### src/ssdc_pkg.sv
package ssdc_pkg;

    // request command codes
    localparam logic [1:0] CMD_TICK = 2'd0;
    localparam logic [1:0] CMD_CHAR = 2'd1;
    localparam logic [1:0] CMD_INT  = 2'd2;

    // configuration register indexes
    localparam logic REG_DIGIT_COUNT = 1'b0;
    localparam logic REG_UPSIDE_DOWN = 1'b1;

    // character codes used by the integer writer and the decoder
    localparam logic [7:0] CH_SPACE = 8'd32;
    localparam logic [7:0] CH_MINUS = 8'd45;
    localparam logic [7:0] CH_ZERO  = 8'd48;
    localparam logic [7:0] CH_NINE  = 8'd57;
    localparam logic [7:0] CH_A     = 8'd65;
    localparam logic [7:0] CH_Z     = 8'd90;

    localparam logic [7:0] PAT_UNKNOWN = 8'h20;

    // reciprocal of ten, exact for magnitudes up to 43689
    localparam logic [15:0] RECIP_TEN  = 16'd52429;
    localparam int          RECIP_SHIFT = 19;

    // segment table: digits, letters, then minus
    localparam logic [7:0] SEG_TABLE [37] = '{
        8'hFC, 8'h60, 8'hDA, 8'hF2, 8'h66, 8'hB6, 8'hBE, 8'hE0, 8'hFE, 8'hF6,
        8'hEE, 8'h3E, 8'h9C, 8'h7A, 8'h9E, 8'h8E, 8'hC6, 8'h6E, 8'h20, 8'h78,
        8'h6E, 8'h1C, 8'h2B, 8'h2A, 8'hFC, 8'hCE, 8'h3B, 8'h0A, 8'hB7, 8'h62,
        8'h7C, 8'h7D, 8'h38, 8'h6F, 8'h76, 8'h9E, 8'h02
    };

    // controller to datapath
    typedef struct packed {
        logic load;
        logic scan_sub;
        logic out_load;
        logic wr_char;
        logic wr_neg;
        logic wr_digit;
    } ssdc_cmd_t;

    // datapath to controller
    typedef struct packed {
        logic scan_ge_n;
        logic out_free;
        logic int_last;
    } ssdc_stat_t;

    function automatic logic [7:0] char_pattern(input logic [7:0] ch);
        logic [7:0] pat;
        pat = PAT_UNKNOWN;
        if (ch inside {[CH_ZERO:CH_NINE]})
            pat = SEG_TABLE[6'(ch - CH_ZERO)];
        else if (ch inside {[CH_A:CH_Z]})
            pat = SEG_TABLE[6'(ch - CH_A + 8'd10)];
        else if (ch == CH_MINUS)
            pat = SEG_TABLE[36];
        else if (ch == CH_SPACE)
            pat = 8'h00;
        return pat;
    endfunction

    // swap segments abc with def for inverted mounting
    function automatic logic [7:0] swap_halves(input logic [7:0] c);
        return {c[4:2], c[7:5], c[1:0]};
    endfunction

endpackage

### src/ssdc_if.sv
interface ssdc_req_if;
    logic               valid;
    logic               ready;
    logic [1:0]         command;
    logic [2:0]         position;
    logic [7:0]         character;
    logic               point;
    logic signed [15:0] number;

    modport source (output valid, command, position, character, point, number,
                    input ready);
    modport sink   (input valid, command, position, character, point, number,
                    output ready);
endinterface

interface ssdc_rsp_if;
    logic       valid;
    logic       ready;
    logic [2:0] active_digit;
    logic [7:0] segments;

    modport source (output valid, active_digit, segments, input ready);
    modport sink   (input valid, active_digit, segments, output ready);
endinterface

### src/ssdc_ctrl.sv
module ssdc_ctrl (
    input  logic               clk,
    input  logic               rst_n,
    input  logic               req_valid,
    input  logic [1:0]         req_command,
    input  ssdc_pkg::ssdc_stat_t stat,
    output logic               req_ready,
    output ssdc_pkg::ssdc_cmd_t  cmd
);
    import ssdc_pkg::*;

    localparam logic [2:0] S_IDLE = 3'd0;
    localparam logic [2:0] S_MOD  = 3'd1;
    localparam logic [2:0] S_SHOW = 3'd2;
    localparam logic [2:0] S_CHAR = 3'd3;
    localparam logic [2:0] S_NEG  = 3'd4;
    localparam logic [2:0] S_INT  = 3'd5;

    logic [2:0] state_reg;
    logic [2:0] state_next;

    // state register
    always_ff @(posedge clk or negedge rst_n)
    begin
        if (!rst_n)
            state_reg <= S_IDLE;
        else
            state_reg <= state_next;
    end

    // next state and commands
    always_comb
    begin
        state_next = state_reg;
        cmd        = '0;
        req_ready  = (state_reg == S_IDLE);
        case (state_reg)
            S_IDLE:
            begin
                if (req_valid)
                begin
                    cmd.load = 1'b1;
                    case (req_command)
                        CMD_TICK: state_next = S_MOD;
                        CMD_CHAR: state_next = S_CHAR;
                        CMD_INT:  state_next = S_NEG;
                        default:  state_next = S_IDLE;
                    endcase
                end
            end
            S_MOD:
            begin
                if (stat.scan_ge_n)
                    cmd.scan_sub = 1'b1;
                else
                    state_next = S_SHOW;
            end
            S_SHOW:
            begin
                if (stat.out_free)
                begin
                    cmd.out_load = 1'b1;
                    state_next   = S_IDLE;
                end
            end
            S_CHAR:
            begin
                cmd.wr_char = 1'b1;
                state_next  = S_IDLE;
            end
            S_NEG:
            begin
                cmd.wr_neg = 1'b1;
                state_next = S_INT;
            end
            S_INT:
            begin
                cmd.wr_digit = 1'b1;
                if (stat.int_last)
                    state_next = S_IDLE;
            end
            default:
            begin
                state_next = S_IDLE;
            end
        endcase
    end

endmodule

### src/ssdc_dp.sv
module ssdc_dp #(
    parameter int MAX_DIGITS = 8
) (
    input  logic               clk,
    input  logic               rst_n,
    input  logic               cfg_wr_en,
    input  logic               cfg_index,
    input  logic [3:0]         cfg_wdata,
    input  logic [2:0]         req_position,
    input  logic [7:0]         req_character,
    input  logic               req_point,
    input  logic signed [15:0] req_number,
    input  logic               rsp_ready,
    output logic               rsp_valid,
    output logic [2:0]         rsp_active_digit,
    output logic [7:0]         rsp_segments,
    input  ssdc_pkg::ssdc_cmd_t  cmd,
    output ssdc_pkg::ssdc_stat_t stat
);
    import ssdc_pkg::*;

    localparam int IW = (MAX_DIGITS > 1) ? $clog2(MAX_DIGITS) : 1;
    localparam int CW = $clog2(MAX_DIGITS + 1);
    localparam int SW = $clog2(MAX_DIGITS + 3);
    localparam int PW = (CW > 3) ? CW : 3;

    logic [3:0]    digit_count_reg;
    logic          upside_down_reg;
    logic [7:0]    store_reg [MAX_DIGITS];
    logic [IW-1:0] scan_pos_reg;
    logic [SW-1:0] work_reg;
    logic [2:0]    pos_reg;
    logic [7:0]    char_reg;
    logic          point_reg;
    logic [15:0]   val_reg;
    logic          neg_reg;
    logic          first_reg;
    logic [IW-1:0] cnt_reg;
    logic          out_valid_reg;
    logic [2:0]    out_digit_reg;
    logic [7:0]    out_seg_reg;

    logic [CW-1:0] n;
    logic [1:0]    step;
    logic [15:0]   mag;
    logic [31:0]   prod;
    logic [12:0]   quot;
    logic [15:0]   rem;
    logic [7:0]    digit_char;
    logic          wr_en;
    logic [PW-1:0] wpos;
    logic [7:0]    wchar;
    logic          wdp;
    logic [PW-1:0] mpos;
    logic [7:0]    wpat;
    logic [IW-1:0] widx;

    // digit count in use, saturated to the supported range
    always_comb
    begin
        if (digit_count_reg < 4'd2)
            n = CW'(2);
        else if ({1'b0, digit_count_reg} > 5'(MAX_DIGITS))
            n = CW'(MAX_DIGITS);
        else
            n = CW'(digit_count_reg);
    end

    assign step = n[0] ? 2'd2 : 2'd3;
    assign mag  = req_number[15] ? 16'(-req_number) : 16'(req_number);

    // configuration registers
    always_ff @(posedge clk or negedge rst_n)
    begin
        if (!rst_n)
        begin
            digit_count_reg <= 4'd4;
            upside_down_reg <= 1'b0;
        end
        else if (cfg_wr_en)
        begin
            case (cfg_index)
                REG_DIGIT_COUNT: digit_count_reg <= cfg_wdata;
                REG_UPSIDE_DOWN: upside_down_reg <= cfg_wdata[0];
                default:         digit_count_reg <= digit_count_reg;
            endcase
        end
    end

    // divide by ten, one decimal digit per cycle
    assign prod       = val_reg * RECIP_TEN;
    assign quot       = prod[31:RECIP_SHIFT];
    assign rem        = val_reg - (16'(quot) << 3) - (16'(quot) << 1);
    assign digit_char = (first_reg || (val_reg != 16'd0)) ? CH_ZERO + 8'(rem[3:0]) : CH_SPACE;

    // write source select
    always_comb
    begin
        wr_en = 1'b0;
        wpos  = '0;
        wchar = CH_SPACE;
        wdp   = 1'b0;
        if (cmd.wr_char)
        begin
            wr_en = 1'b1;
            wpos  = PW'(pos_reg);
            wchar = char_reg;
            wdp   = point_reg;
        end
        else if (cmd.wr_neg)
        begin
            wr_en = neg_reg;
            wchar = CH_MINUS;
        end
        else if (cmd.wr_digit)
        begin
            wr_en = 1'b1;
            wpos  = PW'(cnt_reg);
            wchar = digit_char;
        end
    end

    // character encode, mirror and segment swap
    assign mpos = PW'(n) - PW'(1) - wpos;
    assign wpat = (upside_down_reg ? swap_halves(char_pattern(wchar)) : char_pattern(wchar))
                  | {7'd0, wdp};
    assign widx = upside_down_reg ? IW'(mpos) : IW'(wpos);

    // digit store
    always_ff @(posedge clk or negedge rst_n)
    begin
        if (!rst_n)
        begin
            for (int i = 0; i < MAX_DIGITS; i++)
                store_reg[i] <= 8'h00;
        end
        else if (wr_en && (wpos < PW'(n)))
        begin
            store_reg[widx] <= wpat;
        end
    end

    // request capture and working registers
    always_ff @(posedge clk)
    begin
        if (cmd.load)
        begin
            pos_reg   <= req_position;
            char_reg  <= req_character;
            point_reg <= req_point;
            val_reg   <= mag;
            neg_reg   <= req_number[15];
            first_reg <= 1'b1;
            cnt_reg   <= IW'(n - CW'(1));
            work_reg  <= SW'(scan_pos_reg) + SW'(step);
        end
        else
        begin
            if (cmd.scan_sub)
                work_reg <= work_reg - SW'(n);
            if (cmd.wr_digit)
            begin
                val_reg   <= 16'(quot);
                first_reg <= 1'b0;
                cnt_reg   <= cnt_reg - IW'(1);
            end
        end
    end

    // scan position
    always_ff @(posedge clk or negedge rst_n)
    begin
        if (!rst_n)
            scan_pos_reg <= '0;
        else if (cmd.out_load)
            scan_pos_reg <= IW'(work_reg);
    end

    // output register
    always_ff @(posedge clk or negedge rst_n)
    begin
        if (!rst_n)
            out_valid_reg <= 1'b0;
        else if (cmd.out_load)
            out_valid_reg <= 1'b1;
        else if (rsp_ready)
            out_valid_reg <= 1'b0;
    end

    always_ff @(posedge clk)
    begin
        if (cmd.out_load)
        begin
            out_digit_reg <= 3'(work_reg);
            out_seg_reg   <= store_reg[IW'(work_reg)];
        end
    end

    assign rsp_valid        = out_valid_reg;
    assign rsp_active_digit = out_digit_reg;
    assign rsp_segments     = out_seg_reg;

    // status to the controller
    assign stat.scan_ge_n = (work_reg >= SW'(n));
    assign stat.out_free  = !out_valid_reg || rsp_ready;
    assign stat.int_last  = (cnt_reg == IW'(neg_reg));

endmodule

### src/seven_segment_display_controller_unit.sv
// channel  | direction | payload
// ---------+-----------+------------------------------------------------
// req      | in        | command, position, character, point, number
// rsp      | out       | active_digit, segments (tick requests only)
// cfg      | in        | cfg_wr_en, cfg_index, cfg_wdata (write only)
//
// one request at a time; a tick subtracts the digit count from the scan position as the scan
// wraps, then waits for a free output register; a character write is a single store write
// an integer write stores a minus sign when negative, then the digits in use (one less when
// negative) from the divide-by-ten loop, which produces one decimal digit per cycle
// reset blanks all digits, scan position 0, digit count 4, no inversion
// a stalled result holds only a tick in its final state; writes keep going
module seven_segment_display_controller_unit #(
    parameter int MAX_DIGITS = 8
) (
    input  logic       clk,
    input  logic       rst_n,
    ssdc_req_if.sink   req,
    ssdc_rsp_if.source rsp,
    input  logic       cfg_wr_en,
    input  logic       cfg_index,
    input  logic [3:0] cfg_wdata
);
    import ssdc_pkg::*;

    ssdc_cmd_t  cmd;
    ssdc_stat_t stat;

    // sequencer
    ssdc_ctrl u_ctrl (
        .clk         (clk),
        .rst_n       (rst_n),
        .req_valid   (req.valid),
        .req_command (req.command),
        .stat        (stat),
        .req_ready   (req.ready),
        .cmd         (cmd)
    );

    // digit store, scan and encode datapath
    ssdc_dp #(
        .MAX_DIGITS (MAX_DIGITS)
    ) u_dp (
        .clk              (clk),
        .rst_n            (rst_n),
        .cfg_wr_en        (cfg_wr_en),
        .cfg_index        (cfg_index),
        .cfg_wdata        (cfg_wdata),
        .req_position     (req.position),
        .req_character    (req.character),
        .req_point        (req.point),
        .req_number       (req.number),
        .rsp_ready        (rsp.ready),
        .rsp_valid        (rsp.valid),
        .rsp_active_digit (rsp.active_digit),
        .rsp_segments     (rsp.segments),
        .cmd              (cmd),
        .stat             (stat)
    );

    // at most one datapath command per cycle
    a_cmd_onehot: assert property (@(posedge clk) disable iff (!rst_n)
        $onehot0(cmd))
        else $error("more than one datapath command");

    // a result is loaded only into a free output register
    a_out_free: assert property (@(posedge clk) disable iff (!rst_n)
        cmd.out_load |-> stat.out_free)
        else $error("result overwrote a pending one");

    // a new result follows an output load
    a_rsp_source: assert property (@(posedge clk) disable iff (!rst_n)
        $rose(rsp.valid) |-> $past(cmd.out_load))
        else $error("result without a tick");

    // no store write or scan work while a request is being taken
    a_idle_quiet: assert property (@(posedge clk) disable iff (!rst_n)
        req.ready |-> !(cmd.wr_char || cmd.wr_neg || cmd.wr_digit || cmd.scan_sub))
        else $error("work in progress while ready");

endmodule

### src/flat_wrapper.sv
// flat-port wrapper written by rule: the top's interface ports become plain ports
module seven_segment_display_controller_unit_flat import ssdc_pkg::*;
#(
    parameter int MAX_DIGITS = 8
)
  (clk, rst_n, cfg_wr_en, cfg_index, cfg_wdata, req_valid, req_command, req_position, req_character, req_point, req_number, req_ready, rsp_valid, rsp_active_digit, rsp_segments, rsp_ready);
  ssdc_req_if req_i ();
  ssdc_rsp_if rsp_i ();
  input  logic clk;
  input  logic rst_n;
  input  logic cfg_wr_en;
  input  logic cfg_index;
  input  logic [3:0] cfg_wdata;
  input wire logic [$bits(req_i.valid)-1:0] req_valid;
  input wire logic [$bits(req_i.command)-1:0] req_command;
  input wire logic [$bits(req_i.position)-1:0] req_position;
  input wire logic [$bits(req_i.character)-1:0] req_character;
  input wire logic [$bits(req_i.point)-1:0] req_point;
  input wire logic [$bits(req_i.number)-1:0] req_number;
  output wire logic [$bits(req_i.ready)-1:0] req_ready;
  output wire logic [$bits(rsp_i.valid)-1:0] rsp_valid;
  output wire logic [$bits(rsp_i.active_digit)-1:0] rsp_active_digit;
  output wire logic [$bits(rsp_i.segments)-1:0] rsp_segments;
  input wire logic [$bits(rsp_i.ready)-1:0] rsp_ready;
  assign req_i.valid = req_valid;
  assign req_i.command = req_command;
  assign req_i.position = req_position;
  assign req_i.character = req_character;
  assign req_i.point = req_point;
  assign req_i.number = req_number;
  assign req_ready = req_i.ready;
  assign rsp_valid = rsp_i.valid;
  assign rsp_active_digit = rsp_i.active_digit;
  assign rsp_segments = rsp_i.segments;
  assign rsp_i.ready = rsp_ready;
  seven_segment_display_controller_unit #(.MAX_DIGITS(MAX_DIGITS)) u_core (.clk(clk), .rst_n(rst_n), .req(req_i), .rsp(rsp_i), .cfg_wr_en(cfg_wr_en), .cfg_index(cfg_index), .cfg_wdata(cfg_wdata));
endmodule
### config.mk
export PLATFORM = sky130hd
export DESIGN_NAME = seven_segment_display_controller_unit_flat
export DESIGN_NICKNAME = d
export VERILOG_FILES = /design/src/ssdc_pkg.sv /design/src/ssdc_if.sv /design/src/ssdc_ctrl.sv /design/src/ssdc_dp.sv /design/src/seven_segment_display_controller_unit.sv /design/src/flat_wrapper.sv
export SDC_FILE = /design/constraint.sdc
export NUM_CORES = 1
export LEC_CHECK = 0
export BUFFER_PORTS_ARGS = -buffer_cell sky130_fd_sc_hd__buf_2
export CAP_MARGIN = 25
export CORE_MARGIN = 1
export CORE_UTILIZATION = 30
export CTS_CLUSTER_DIAMETER = 50
export DETAILED_ROUTE_END_ITERATION = 10
export PLACE_DENSITY_LB_ADDON = 0.15
export SYNTH_ARGS = -nofsm -noshare
export SYNTH_HDL_FRONTEND = slang
export SYNTH_SLANG_ARGS = --single-unit
### constraint.sdc
create_clock -name clk -period 18.41 [get_ports clk]
set_input_delay 1.841 -clock clk [delete_from_list [all_inputs] [get_ports clk]]
set_output_delay 1.841 -clock clk [all_outputs]
set_load 0.02 [all_outputs]
# Word-level counts from Yosys, hierarchy flattened

Memory sizes are Yosys's and may differ from the RTL's.
Index checks and enable logic that the tools add are counted.

Word-level logic and storage cells: 141
Output and inout port bits: 13
Register bits after elaboration: 124
Input bits: 40
Memories: 2
ROM bits: 1024

Memories:

| memory          | depth | bits a word | rd ports | clocked after memory_dff | wr ports | line           | RTL |
|---|---|---|---|---|---|---|---|
| (no name shown) | 64    | 8           | 1        | 0                        | 0        | ssdc_pkg.sv:57 | `pat = SEG_TABLE[6'(ch - CH_A + 8'd10)];` |
| (no name shown) | 64    | 8           | 1        | 0                        | 0        | ssdc_pkg.sv:55 | `pat = SEG_TABLE[6'(ch - CH_ZERO)];` |

Mux-type cells: 54
$lt $le $gt $ge: 13
Add/subtract/negate cells: 12
Multipliers: 1
Bitwise operators: 6
Reduce and logical (&&, ||, !) cells: 16
Eq/ne operators: 14

Operators by type and width:

| operator               | count |
|---|---|
| $mux 8                 | 11 |
| $bwmux 64              | 1 |
| $mux 16                | 3 |
| $mul 16x16->32 const B | 1 |
| $mux 3                 | 10 |
| $bmux 8 s3             | 1 |
| $demux 8 s3            | 1 |
| $mux 7                 | 3 |
| $eq 8x6->1 const B     | 2 |
| $mux 1                 | 16 |
| $mux 4                 | 4 |
| $neg 16->16            | 1 |
| $reduce_bool 16->1     | 1 |
| $pmux 3 s5             | 1 |
| $ge 7x7->1 const B     | 2 |
| $not 6->7              | 2 |
| $mux 6                 | 2 |
| $sub 4x4->4            | 3 |
| $pmux 3 s3             | 1 |
| $ge 4x4->1 const B     | 2 |
| $ge 8x6->1 const B     | 1 |
| $ge 8x7->1 const B     | 1 |
| $le 8x6->1 const B     | 1 |
| $le 8x7->1 const B     | 1 |
| 31 further kinds       | 44 |

# Logic depth before layout (Yosys ltp)

Gate-level depths: netlist (run 1).

Depth in word-level cells: 19
Gate-level depth with buffers: 32
Depth with buffers taken out: 31

# Modules after synthesis

From an unflattened synthesis (run 1), not the netlist that was laid out.

Cells, all modules: 1285
Area total of the unflattened synthesis: 12833.6 µm²

By module, submodules not included:

| module    | seq. area each (µm²) | cells each | instances | area each (µm²) |
|---|---|---|---|---|
| ssdc_dp   | 3259.4               | 1260       | 1         | 12589.6 |
| ssdc_ctrl | 75.1                 | 25         | 1         | 244.0 |

# Worst setup path before layout (run 1)

OpenSTA, ideal clock, no wires.

Kind: register to register
Start point: register u_core.u_dp.val_reg[3]
End point: register u_core.u_dp.store_reg[10] (netlist name)
Slack: 10053 ps
Buffers on the path: 1
Library setup time: 125 ps
Data arrival time: 8232 ps
Stages on the path, launching flop included: 31
Clock period less this slack: 8357 ps
Required time: 18285 ps
Path through: edfxtp_1 > inv_1 > ha_1 > inv_1 > fa_1 > inv_1 > fa_1 > fa_1 > fa_1 > inv_1 > fa_1 > inv_1 > ha_1 > a21o_1 > a221oi_4 > o21ai_0 > a21oi_1 > xnor2_1 > ha_1 > or3b_4 > and3_1 > a311o_1 > nor4_4 > xnor2_1 > mux2i_1 > or2_1 > buf_4 > a311oi_1 > o311ai_1 > a31oi_4 > mux2_2

Longest elaborated chain between the ends: 19
Elaborated cells on any way between the ends: 36
Those cells by class: add/sub: 6; mul: 1; order compare: 4; eq/ne: 2; mux: 14; bitwise: 3; reduce/logical: 4; memory: 2

RTL lines:

| what                                      | line           | RTL |
|---|---|---|
| start, declared                           | ssdc_dp.sv:35  | `logic [15:0] val_reg;` |
| start signal, assigned                    | ssdc_dp.sv:151 | `val_reg <= mag;` |
| start signal, assigned                    | ssdc_dp.sv:163 | `val_reg <= 16'(quot);` |
| $mul 16x16->32                            | ssdc_dp.sv:91  | `assign prod = val_reg * RECIP_TEN;` |
| $sub 4x4->4 (2 in a row)                  | ssdc_dp.sv:93  | `assign rem = val_reg - (16'(quot) << 3) - (16'(quot) << 1);` |
| $add 6x4->7                               | ssdc_dp.sv:94  | `assign digit_char = (first_reg \|\| (val_reg != 16'd0)) ? CH_ZERO + 8'(rem[3:0]) : CH_SPACE;` |
| $mux 7 *                                  | ssdc_dp.sv:94  |  |
| $mux 7 *                                  | ssdc_dp.sv:115 | `else if (cmd.wr_digit)` |
| $mux 7 *                                  | ssdc_dp.sv:110 | `else if (cmd.wr_neg)` |
| $mux 8 *                                  | ssdc_dp.sv:103 | `if (cmd.wr_char)` |
| $sub 6x1->6                               | ssdc_pkg.sv:57 |  |
| $add 6x4->6                               | ssdc_pkg.sv:57 |  |
| $not 6->7 (not written as such)           | ssdc_pkg.sv:57 |  |
| $mem_v2 64x8                              | -              |  |
| $mux 8 (not written as such) (2 in a row) | ssdc_pkg.sv:57 |  |
| $mux 8                                    | ssdc_pkg.sv:56 | `else if (ch inside {[CH_A:CH_Z]})` |
| $mux 8 *                                  | ssdc_pkg.sv:54 | `if (ch inside {[CH_ZERO:CH_NINE]})` |
| $mux 8 *                                  | ssdc_dp.sv:125 | `assign wpat = (upside_down_reg ? swap_halves(char_pattern(wchar)) : char_pattern(wchar))` |
| $or 8x1->8 *                              | ssdc_dp.sv:126 | `\| {7'd0, wdp};` |
| $bwmux 64 *                               | ssdc_dp.sv:139 | `store_reg[widx] <= wpat;` |
| end signal, assigned by index             | ssdc_dp.sv:139 |  |
| end, declared                             | ssdc_dp.sv:29  | `logic [7:0] store_reg [MAX_DIGITS];` |

Mark *: on every way between the ends. The rest lies on a longest branch, timed or not. The select of a mux whose other input is x is not followed.
A chain may end at the register's enable or synchronous reset.

# Worst setup path after layout (run 1)

Start point: register u_core.u_dp.val_reg[3]
End point: register u_core.u_dp.store_reg[59] (netlist name)

The elaborated chain is that of the path after synthesis.

==> results of run 1 <==
path summary, 6_finish.rpt:
kind,slack [ns],depth (start not counted),startpoint,to
worst max-delay path,8.58,31,u_core.u_dp.val_reg[3]$_DFFE_PP_,u_core.u_dp.store_reg[59]$_DFFE_PN0P_
worst min-delay path,0.48,2,u_core.u_dp.store_reg[3]$_DFFE_PN0P_,u_core.u_dp.store_reg[3]$_DFFE_PN0P_
worst max register to register,8.58,31,u_core.u_dp.val_reg[3]$_DFFE_PP_,u_core.u_dp.store_reg[59]$_DFFE_PN0P_
worst min register to register,0.48,2,u_core.u_dp.store_reg[3]$_DFFE_PN0P_,u_core.u_dp.store_reg[3]$_DFFE_PN0P_
max in group asynchronous,16.61,2,rst_n,u_core.u_dp.digit_count_reg[2]$_DFFE_PN1P_
min in group asynchronous,1.22,1,rst_n,u_core.u_dp.store_reg[40]$_DFFE_PN0P_
layout make-up:
class,instances,share of cell area (%)
repair buffers,63,2.66
flip-flops and latches,124,23.8
well taps,532,4.75
clock buffers,19,3.39
clock inverters,13,0.848
multi-input cells,869,59.4
inverters,191,5.15
kinds of logic after synthesis:
logic type | count (synthesis) | synth area share, %
compound gates | 241 | 14.6
buf+inv | 235 | 7.38
mux | 68 | 7.45
xor+xnor | 43 | 3.11
flops | 124 | 26.5
simple gates | 264 | 11.0
fa+ha+maj | 253 | 30.0
through the flow:
step / instances / util (%) / setup slack, ns
final: 1811 / 34.1 / 8.58
after global routing: 1811 / 34.1 / 7.99
after CTS: 1808 / 34.0 / 8.54
after detailed placement: 1776 / 32.5 / 8.58
after global placement: 1776 / 32.5 / 8.79
after floorplan: 1228 / - / 10.05
layout by cell type, fill, tap and decap left out, types with 7 or more instances in the layout:
| cell | instances |
|---|---|
| a211oi_1 | 8 |
| mux4_2 | 16 |
| buf_4 | 9 |
| o21ai_0 | 50 |
| xnor2_1 | 23 |
| buf_2 | 51 |
| nor2_1 | 47 |
| o211ai_1 | 17 |
| dfrtp_1 | 75 |
| nand4_1 | 9 |
| nand2_1 | 105 |
| mux2_1 | 8 |
| xor2_1 | 18 |
| fa_1 | 82 |
| or3_1 | 9 |
| nand3_1 | 18 |
| ha_1 | 171 |
| mux2_2 | 38 |
| clkbuf_16 | 19 |
| a21oi_1 | 39 |
| inv_1 | 185 |
| nor3_1 | 18 |
| nor2b_1 | 7 |
| o31ai_1 | 39 |
| edfxtp_1 | 47 |
| a21o_1 | 10 |
Yosys cell counts, types with 7 or more instances:
| cell | count |
|---|---|
| fa_1 | 82 |
| nand2_1 | 105 |
| dfrtp_1 | 75 |
| mux4_2 | 16 |
| a21oi_1 | 39 |
| mux2_2 | 38 |
| or3_1 | 9 |
| edfxtp_1 | 47 |
| a21o_1 | 10 |
| o31ai_1 | 39 |
| nor2b_1 | 7 |
| mux2_1 | 8 |
| ha_1 | 171 |
| nand4_1 | 9 |
| nor2_1 | 47 |
| o21ai_0 | 50 |
| o211ai_1 | 17 |
| xnor2_1 | 23 |
| a211oi_1 | 8 |
| nor3_1 | 18 |
| clkbuf_1 | 30 |
| xor2_1 | 18 |
| inv_1 | 185 |
| nand3_1 | 18 |
metal layers:
metal | global-route usage [%] | vias up | share of wire [%]
met1 | 24.6 | 4488 | 49
met4 | 5.16 | 0 | 1.8
met2 | 26.6 | 204 | 45
met3 | 2.09 | 36 | 3.6
met5 | 0 | - | 0
li1 | - | 4389 | -
critical path: cells and delay by family (launching register included):
family          cells  cell delay (ns)
fa+ha+maj           8             3.60
simple gates        6             2.09
flops               1             0.53
xor+xnor            2             0.26
mux                 1             0.73
compound gates      8             1.88
buf+inv             6             0.56
==> results.md, run 1 <==
Timing:
- Setup repair after global routing left no endpoint under its margin.
- The worst slew margin relative to its limit is approximately 43%.
- Dividing the final minimum period by the clock period gives 53.4%.
- The number of pins exceeding their max-slew limit in the final report came to 0.
- The worst slack on hold paths is 0.475 ns.
- Setup violations remaining at the end of the flow were counted as 0.
- The minimum clock period is 9.83 ns.
- Setup total negative slack on the finished layout was measured at 0 ns.
- The worst-case clock skew is around 0.017 ns.
- The peak clock frequency supported by timing is a little over 100 MHz.
- The final count of hold timing violations is 0.
- The measured slew at the worst slew-check pin is 0.825 ns.

Layout:
- The area occupied by multi-input gates is between 8000 and 9000 µm².
- The number of fill cells in the layout is about 4,200.
- The total inserted antenna cells is 0.
- The number of flip-flops under the largest register name is between 60 and 70.
- Summing all non-filler instances in the final layout gives an area of between 10,000 and 15,000 µm².
- The final layout contains between 1,500 and 2,000 nets.
- Across the whole layout, storage elements account for between 3000 and 4000 µm².
- The share of layout cells above drive strength 1 is between 10% and 20%.
- Compared with the post-synthesis result, the final layout area differs by 11.3%.

Routing:
- The DRC violation count after routing is 1.
- The count of routing violations after the opening detailed-route iteration is between 600 and 700.
- The detailed router placed approximately 9,100 vias in this run.
- In this run the remaining antenna-violating nets after routing total 0.
- Using the TritonRoute via totals, the vias-per-cell ratio works out to ~5.0.
- After detailed routing, the average wire length per cell comes to around 19 µm.
- The detailed-router iteration count before antenna repair is 8.
- The routed design has approximately 34,000 µm of wire.

Clock network:
- The maximum count of clock buffers along a single path is 2.
- TritonCTS built the clock tree.
- The clock drives ~120 sinks.
- The tree is rooted in a clkbuf_16.
- The clock slew seen by the registers of the worst setup and hold paths is approximately 0.060 ns.
- The H-tree generated during clock tree synthesis spans 4 levels.
- The post-cts repair resize count is 0.
- The number of buffers created by CTS is 17.
- Buffers added to address setup during post-CTS repair amount to 0.
- Hold repair after CTS inserted 0 buffers.
- The worst-skew pair later-pin latency is 0.44 ns.

Floorplan:
- The height of the chip is just over 200 µm.
- The floorplan step defined a die boundary enclosing 42,800 µm².
- The floorplan step set the die width to 207 µm.
- The initial standard-cell utilization of the core is between 30% and 40%.
- The number of placed I/O pins is 53.
- The core footprint is slightly above 40,000 µm².
- Row generation in the floorplan step produced 74 rows.

Synth:
- The number of synthesized flops with an enable pin is 47.
- The fraction of synthesized cell area taken by the top area cell type is between 10% and 20%.
- Summing every instance area after synthesis gives between 10,000 and 15,000 µm².
- The synthesized net count is 1,521.
- After synthesis, the share of flip-flops with an asynchronous set or reset is 61.3%.
- The post-synthesis average cell area is between 10 and 15 µm².
- During synthesis, Yosys emitted a total of 0 warnings.
- The most used flip-flop cell after synthesis is dfrtp_1.
- The distinct cell type count of the synthesized netlist is about 100.
- The synthesized design spends more area on one cell type than any other, namely ha_1.
- The count of mapped cells out of synthesis is 1,228.
- After synthesis, the cell types taking the most area are ha_1, dfrtp_1, fa_1.
- Counting flops and latches in the post-synthesis netlist gives roughly 120.
- The share of the yosys chip area belonging to registers is about a quarter.

Global routing:
- The via count of the first global-routing pass is just over 9,000.
- The largest net degree at the start of global routing is 77.
- The aggregate global routing overflow is 0.
- The global-route usage over all layers is between 10% and 20%.
- The first global-routing pass estimated approximately 55,000 µm of wire.
- The number of antenna violations at the first check in global routing is 0.

Setup path:
- The largest stage delay on the critical path is ~0.73 ns.
- The largest driver fanout on the critical path is 14.
- The launching element type of the critical path is a flip-flop.
- For the worst setup path, the data required time is roughly 19 ns.
- The library cell contributing the largest single delay on the critical path is mux2i_1.
- The start-to-end type of the worst setup path is reg -> reg.
- STA classifies the critical path endpoint as a flip-flop.
- The arrival time at the worst endpoint is between 10 and 15 ns.

Placement:
- The number of I/O port buffers is 52.
- The wire-length estimate of the detail-placed layout is about 27,000 µm.
- The cell area after placement is around 13,000 µm².
- At the end of routability-driven placement, the weighted congestion stood at about 0.89.

Status:
- The final reports fail on design-rule violations.
- The flow ran to the end, but the final reports show violations.

Flow run:
- The number of violations of the max-capacitance limit is 0.

Worst hold path:
- The min-delay analysis places its worst path in the category reg -> reg.
Power of run 1 is left out: the tool's default activity adds up to more than one toggle a clock period on the data nets, which glitch-free logic cannot reach.
==> inputs of run 2 (changes only) <==
==> constraint.sdc (replaced) <==
create_clock -name clk -period 10 [get_ports clk]
set_input_delay 1 -clock clk [delete_from_list [all_inputs] [get_ports clk]]
set_output_delay 1 -clock clk [all_outputs]
set_load 0.02 [all_outputs]
==> results.md, run 2 (synthesized netlist as in run 1, its figures left out) <==
Floorplan:
- The number of placed I/O pins is 53.
- The chip width is between 200 and 250 µm.
- The height of the chip is ~210 µm.
- Row generation in the floorplan step produced between 70 and 80 rows.
- The core footprint is ~40,000 µm².
- Once the floorplan was initialized, standard cells occupied 30.6% of the core.
- The die covers around 43,000 µm².

Layout:
- The area added between synthesis and finish is 11.5%.
- The total inserted antenna cells is 0.
- The library cell used most frequently in the layout, excluding fill and tap cells, is inv_1.
- The share of layout cells above drive strength 1 is about 16%.
- The finished cells cover around 14,000 µm².
- After the last flow step, the layout net total stands at 1,567.
- The number of flip-flops under the largest register name is 64.
- In the layout the commonest cells are inv_1, ha_1, nand2_1, fa_1, dfrtp_1.

Timing:
- The final clock period utilization by the worst path is between 90% and 100%.
- For the pin with the worst max-slew slack, the measured transition is 0.957 ns.
- The total of endpoints with negative setup slack in the final report is 0.
- Setup repair after global routing left no endpoint under its margin.
- In this run the tightest slew margin relative to its limit is 36.0%.
- Clock skew on the completed layout was measured at 0.00954 ns.
- The peak clock frequency supported by timing is between 100 and 150 MHz.
- The final count of hold timing violations is 0.
- For the finished layout, the period the worst path requires is approximately 9.4 ns.
- The total negative slack is 0 ns.
- The number of pins exceeding their max-slew limit in the final report is 0.

Setup path:
- The critical path is of the reg -> reg type.
- The arrival time at the worst endpoint is about 10 ns.
- STA classifies the critical path endpoint as a flip-flop.
- The total buffers and inverters traversed by the critical path is 6.
- Along the worst path, the maximum fanout reaches 13.
- The launching element of the worst setup path is u_core.u_dp.val_reg[3]$_DFFE_PP_.
- The number of cells on the worst reg-to-reg path is 30.
- The launching element type of the critical path is a flip-flop.
- The slowest stage of the critical path belongs to the cell fa_1.
- In this design, the stage delay of the slowest critical-path cell is 0.56 ns.
- The source of the worst register-to-register timing path is u_core.u_dp.val_reg[3]$_DFFE_PP_.
- The reg2reg setup slack is around 0.62 ns.
- The required time reported for the critical path endpoint is a little over 10 ns.
- The endpoint identified for the worst register-to-register timing path is u_core.u_dp.store_reg[5]$_DFFE_PN0P_.
- Among cell families on the critical path, the largest total delay comes from adder cells.

Global routing:
- Global routing used between 2 and 3% of the available met3 tracks.
- The via count of the first global-routing pass is 9,604.
- The fraction of met1 tracks used by global routing is between 20 and 25%.
- In the global route stage, met2 resource usage came out at 26.5%.
- The number of antenna violations at the first check in global routing is 0.
- The largest net degree at the start of global routing is between 70 and 80.
- The aggregate global routing overflow is 0.
- Global routing used between 10% and 20% of the available tracks.
- The first global-routing pass estimated approximately 56,000 µm of wire.
- The most utilized layer in the global route result is met2.

Worst hold path:
- The startpoint of the worst hold path is u_core.u_dp.store_reg[47]$_DFFE_PN0P_.
- The path with the worst hold slack has its endpoint at u_core.u_dp.store_reg[47]$_DFFE_PN0P_.
- The count of cells along the worst hold path is 2.
- In this run the worst hold path is classified as reg -> reg.

Routing:
- The via count of the routed design is 9,172.
- In the routed layout, each cell is associated on average with a via count of a little over 5.
- The first TritonRoute pass finished after 8 iterations.
- Dividing the detail-routed wire length by the instance count gives roughly 19 µm.
- The DRC violation count after routing is 0.
- The number of nets with antenna violations after detailed routing is 0.
- The count of routing violations after the opening detailed-route iteration is between 500 and 600.
- The total routed wirelength is ~35,000 µm.

Clock network:
- The tree built by TritonCTS fans out to roughly 120 sinks.
- The clock slew seen by the registers of the worst setup and hold paths is approximately 0.06 ns.
- The deepest level of the CTS H-tree is 4.
- The clock passes through at most 2 buffers.
- The number of hold buffers added after cts is 0.
- The clock tree root driver cell is clkbuf_16.
- TritonCTS built the clock tree.
- Buffers inserted during clock tree synthesis total 17.
- For the worst-skew pair, the clock arrives at the later sink with an insertion delay of between 0.4 and 0.5 ns.

Placement:
- In this run the cell area measured after placement is approximately 13,000 µm².
- Once detailed placement completed, the half-perimeter wirelength came to between 20,000 and 30,000 µm.
- The number of I/O port buffers is 52.
- The last weighted congestion value of the routability-driven placer is ~0.9.

Status:
- The run finished with clean final reports.

Flow run:
- The number of violations of the max-capacitance limit is 0.
run 2: cell count changes in the layout (fill, tap and decap cells not counted), sizes merged:
cell,delta
buf,+9
clkinv,+3
inv,-5
clkinvlp,+2
clkbuf,-1
run 2: cell type report:
class / instances / area (µm²)
clock buffer: 19 / 443
clock inverter: 13 / 93.8
fill: 4298 / 27100
inverter: 191 / 722
multi-input combinational: 869 / 8340
sequential: 124 / 3330
tap: 532 / 666
timing repair buffer: 71 / 445
run 2: per-layer routing:
metal  up-vias  part of all wire [%]
li1       4426                     -
met1      4505                    50
met2       207                    45
met3        34                   4.0
met4         0                   1.9
met5         -                     0
run 2: repair_timing:
action / 4_1_cts / 5_1_grt
setup endpoints to repair: 0 / 38
setup buffers: 0 / 0
resized for setup: 0 / 1
run 2: stage by stage:
stage          setup WS, ns  hold WS, ns  utilization, %  std cells
3_3_place_gp          0.678        0.456            32.7       1785
6_report              0.623        0.474            34.2       1819
3_5_place_dp          0.511        0.460            32.8       1786
4_1_cts               0.453        0.473            34.1       1818
5_1_grt              0.0603        0.498            34.2       1819
2_1_floorplan          1.64        0.424               -       1228
run 2: worst register-to-register path, delay by kind of cell (launching register included):
kind | cells | cell delay [ns]
AO/OA/AOI/OAI | 8 | 2.36
XOR/XNOR | 2 | 0.33
adder cells (fa/ha/maj) | 8 | 3.64
buffers and inverters | 6 | 0.60
flip-flops | 1 | 0.53
multiplexers | 1 | 0.21
AND/OR/NAND/NOR | 5 | 1.68
run 2: how the worst max path moves through the flow:
stage          slack [ns]                               endpoint  cells after the start
5_1_grt              0.06  u_core.u_dp.store_reg[51]$_DFFE_PN0P_                     29
2_1_floorplan        1.64  u_core.u_dp.store_reg[10]$_DFFE_PN0P_                     30
4_1_cts              0.45   u_core.u_dp.store_reg[5]$_DFFE_PN0P_                     29
3_5_place_dp         0.51  u_core.u_dp.store_reg[29]$_DFFE_PN0P_                     29
3_3_place_gp         0.68  u_core.u_dp.store_reg[37]$_DFFE_PN0P_                     29
6_report             0.62   u_core.u_dp.store_reg[5]$_DFFE_PN0P_                     30
Power of run 2 is left out for the same reason.
==> inputs of run 3 (changes only) <==
--- a/config.mk
+++ b/config.mk
@@ -7,7 +7,6 @@
 export LEC_CHECK = 0
 export BUFFER_PORTS_ARGS = -buffer_cell sky130_fd_sc_hd__buf_2
 export CAP_MARGIN = 25
-export CORE_MARGIN = 1
 export CORE_UTILIZATION = 30
 export CTS_CLUSTER_DIAMETER = 50
 export DETAILED_ROUTE_END_ITERATION = 10
==> constraint.sdc (replaced) <==
create_clock -name clk -period 11.31 [get_ports clk]
set_input_delay 1.131 -clock clk [delete_from_list [all_inputs] [get_ports clk]]
set_output_delay 1.131 -clock clk [all_outputs]
set_load 0.02 [all_outputs]
==> results.md, run 3 (synthesized netlist as in run 1, its figures left out) <==
Timing:
- Headroom to the max-slew limit came out at a little under half.
- The worst path uses 87.0% of the clock period.
- For this run, the top clock speed supported by timing is between 100 and 150 MHz.
- The worst-case clock skew is 0.0179 ns.
- The total of endpoints with negative setup slack in the final report is 0.
- The total negative slack is 0 ns.
- The measured slew at the worst slew-check pin is ~0.78 ns.
- The minimum clock period is about 9.8 ns.
- The final count of hold timing violations is 0.
- Setup repair after global routing left no endpoint under its margin.
- The number of pins exceeding their max-slew limit in the final report is 0.

Setup path:
- The reg2reg setup slack is 1.47 ns.
- The critical path capture point type is a flip-flop.
- The critical path is of the reg -> reg type.
- For this run, the slowest stage of the critical path takes 0.70 ns.
- The largest individual stage delay along the critical path comes from the cell mux2i_1.
- The launching element type of the critical path is a flip-flop.
- Along the worst path, the maximum fanout reaches 14.
- For the worst setup path, the data arrival time is a little over 10 ns.
- At the worst endpoint, the required time is between 10 and 15 ns.

Clock network:
- TritonCTS built the clock tree.
- The post-cts repair resize count is 0.
- The number of buffers created by CTS is 17.
- CTS placed an instance of clkbuf_16 at the clock tree root.
- The H-tree was split into 4 levels.
- The maximum count of clock buffers along a single path is 2.
- CTS saw between 100 and 150 sinks.
- In this run the post-CTS setup repair buffer count came out at 0.
- The later pin in the worst-skew pair is clocked with a latency of 0.44 ns.
- The number of hold buffers added after cts is 0.
- The clock slew seen by the registers of the worst setup and hold paths is around 0.07 ns.

Global routing:
- The global-route track usage on met3 is 2.18%.
- The total overflow left after global routing is 0.
- The number of antenna violations at the first check in global routing is 0.
- Global routing consumed, on the met2 layer, ~27% of the routing resources.
- The fraction of met1 tracks used by global routing is 24.8%.
- The global-route usage over all layers is between 10% and 20%.
- The most utilized layer in the global route result is met2.
- Entering global routing, the biggest net connects slightly below 80 pins.
- The global-route wire length before repair is between 50,000 and 60,000 µm.
- The via count of the first global-routing pass came to just over 9,000.

Routing:
- Using the TritonRoute via totals, the vias-per-cell ratio works out to slightly above 5.
- After the first detailed-routing iteration, the DRC count stood at between 700 and 800.
- Dividing the detail-routed wire length by the instance count gives between 15 and 20 µm.
- The DRC violation count after routing is 1.
- The detailed-router iteration count before antenna repair is 8.
- The total routed wirelength is 34,600 µm.
- Summing over every cut layer, the via total after detailed routing is between 9,000 and 10,000.
- In this run the remaining antenna-violating nets after routing total 0.

Layout:
- The library cell used most frequently in the layout, excluding fill and tap cells, is inv_1.
- The repair_antennas step left the layout with diodes totalling 0.
- In the layout the commonest cells are inv_1, ha_1, nand2_1, fa_1, dfrtp_1.
- The share of layout cells above drive strength 1 is between 10% and 20%.
- The net count of the finished layout is between 1,500 and 2,000.
- The number of flip-flops under the largest register name is 64.
- The area added between synthesis and finish is 11.5%.
- After filler insertion, the fill cell instance count of the layout stands at 4,281.

Placement:
- The detailed placer's ending HPWL is 26,500 µm.
- The number of I/O port buffers is 52.
- The last weighted congestion value of the routability-driven placer is ~0.89.

Floorplan:
- Pin placement for this block handled between 50 and 60 I/O pins.
- The floorplan step set the die height to 207 µm.
- The standard-cell row count is between 70 and 80.
- The core region is slightly above 40,000 µm².
- The die covers between 40,000 and 50,000 µm².
- The initial standard-cell utilization of the core is between 30 and 40%.
- The chip width is 207 µm.

Flow run:
- The number of violations of the max-capacitance limit is 0.

Status:
- The checks that failed: design-rule violations.
- The run finished, with violations left.

Worst hold path:
- The tightest min-delay check is of the reg -> reg type.
[run 3: cell count changes in the layout (fill, tap and decap cells not counted), sizes merged]
| cell | delta |
|---|---|
| buf | -9 |
| inv | +5 |
| clkinv | -3 |
| bufinv | +1 |
| clkbuf | -1 |
| clkinvlp | -1 |
[run 3: stage by stage]
step / instances / hold slack [ns] / setup WS, ns / utilization, % / area (µm²)
after floorplan: 1228 / 0.424 / 2.95 / - / 12600
after global placement: 1776 / 0.455 / 1.69 / 32.5 / 13400
after global routing: 1811 / 0.478 / 0.923 / 34.2 / 14000
after detailed placement: 1776 / 0.466 / 1.50 / 32.5 / 13400
final: 1811 / 0.477 / 1.47 / 34.2 / 14000
after CTS: 1808 / 0.481 / 1.46 / 34.0 / 14000
[run 3: routing by layer]
layer / wire, µm / part of all wire (%)
met4: 537 / 1.6
met3: 991 / 2.9
met1: 17300 / 50
met2: 15800 / 46
met5: 0 / 0
[run 3: critical path, delay by kind of cell (launching register included)]
family	cells	cell delay (ns)
AO/OA/AOI/OAI	8	2.40
AND/OR/NAND/NOR	4	1.34
adder cells (fa/ha/maj)	8	3.59
multiplexers	2	1.01
XOR/XNOR	2	0.27
flip-flops	1	0.55
buffers and inverters	6	0.55
[run 3: worst paths after layout]
check	startpoint	endpoint	cells after the start
setup / recovery	u_core.u_dp.val_reg[3]$_DFFE_PP_	u_core.u_dp.store_reg[26]$_DFFE_PN0P_	30
min in group asynchronous	rst_n	u_core.u_dp.store_reg[40]$_DFFE_PN0P_	1
hold reg to reg	u_core.u_dp.store_reg[30]$_DFFE_PN0P_	u_core.u_dp.store_reg[30]$_DFFE_PN0P_	2
hold / removal	u_core.u_dp.store_reg[30]$_DFFE_PN0P_	u_core.u_dp.store_reg[30]$_DFFE_PN0P_	2
setup reg to reg	u_core.u_dp.val_reg[3]$_DFFE_PP_	u_core.u_dp.store_reg[26]$_DFFE_PN0P_	30
max in group asynchronous	rst_n	u_core.u_dp.digit_count_reg[2]$_DFFE_PN1P_	2
[run 3: area by class of cell]
type / instances / area (µm²) / share of cell area [%]
timing repair buffer: 63 / 385 / 2.74
sequential: 124 / 3330 / 23.7
clock inverter: 15 / 175 / 1.25
inverter: 191 / 722 / 5.14
multi-input combinational: 869 / 8330 / 59.4
tap: 532 / 666 / 4.74
clock buffer: 17 / 425 / 3.03
Power of run 3 is left out for the same reason.
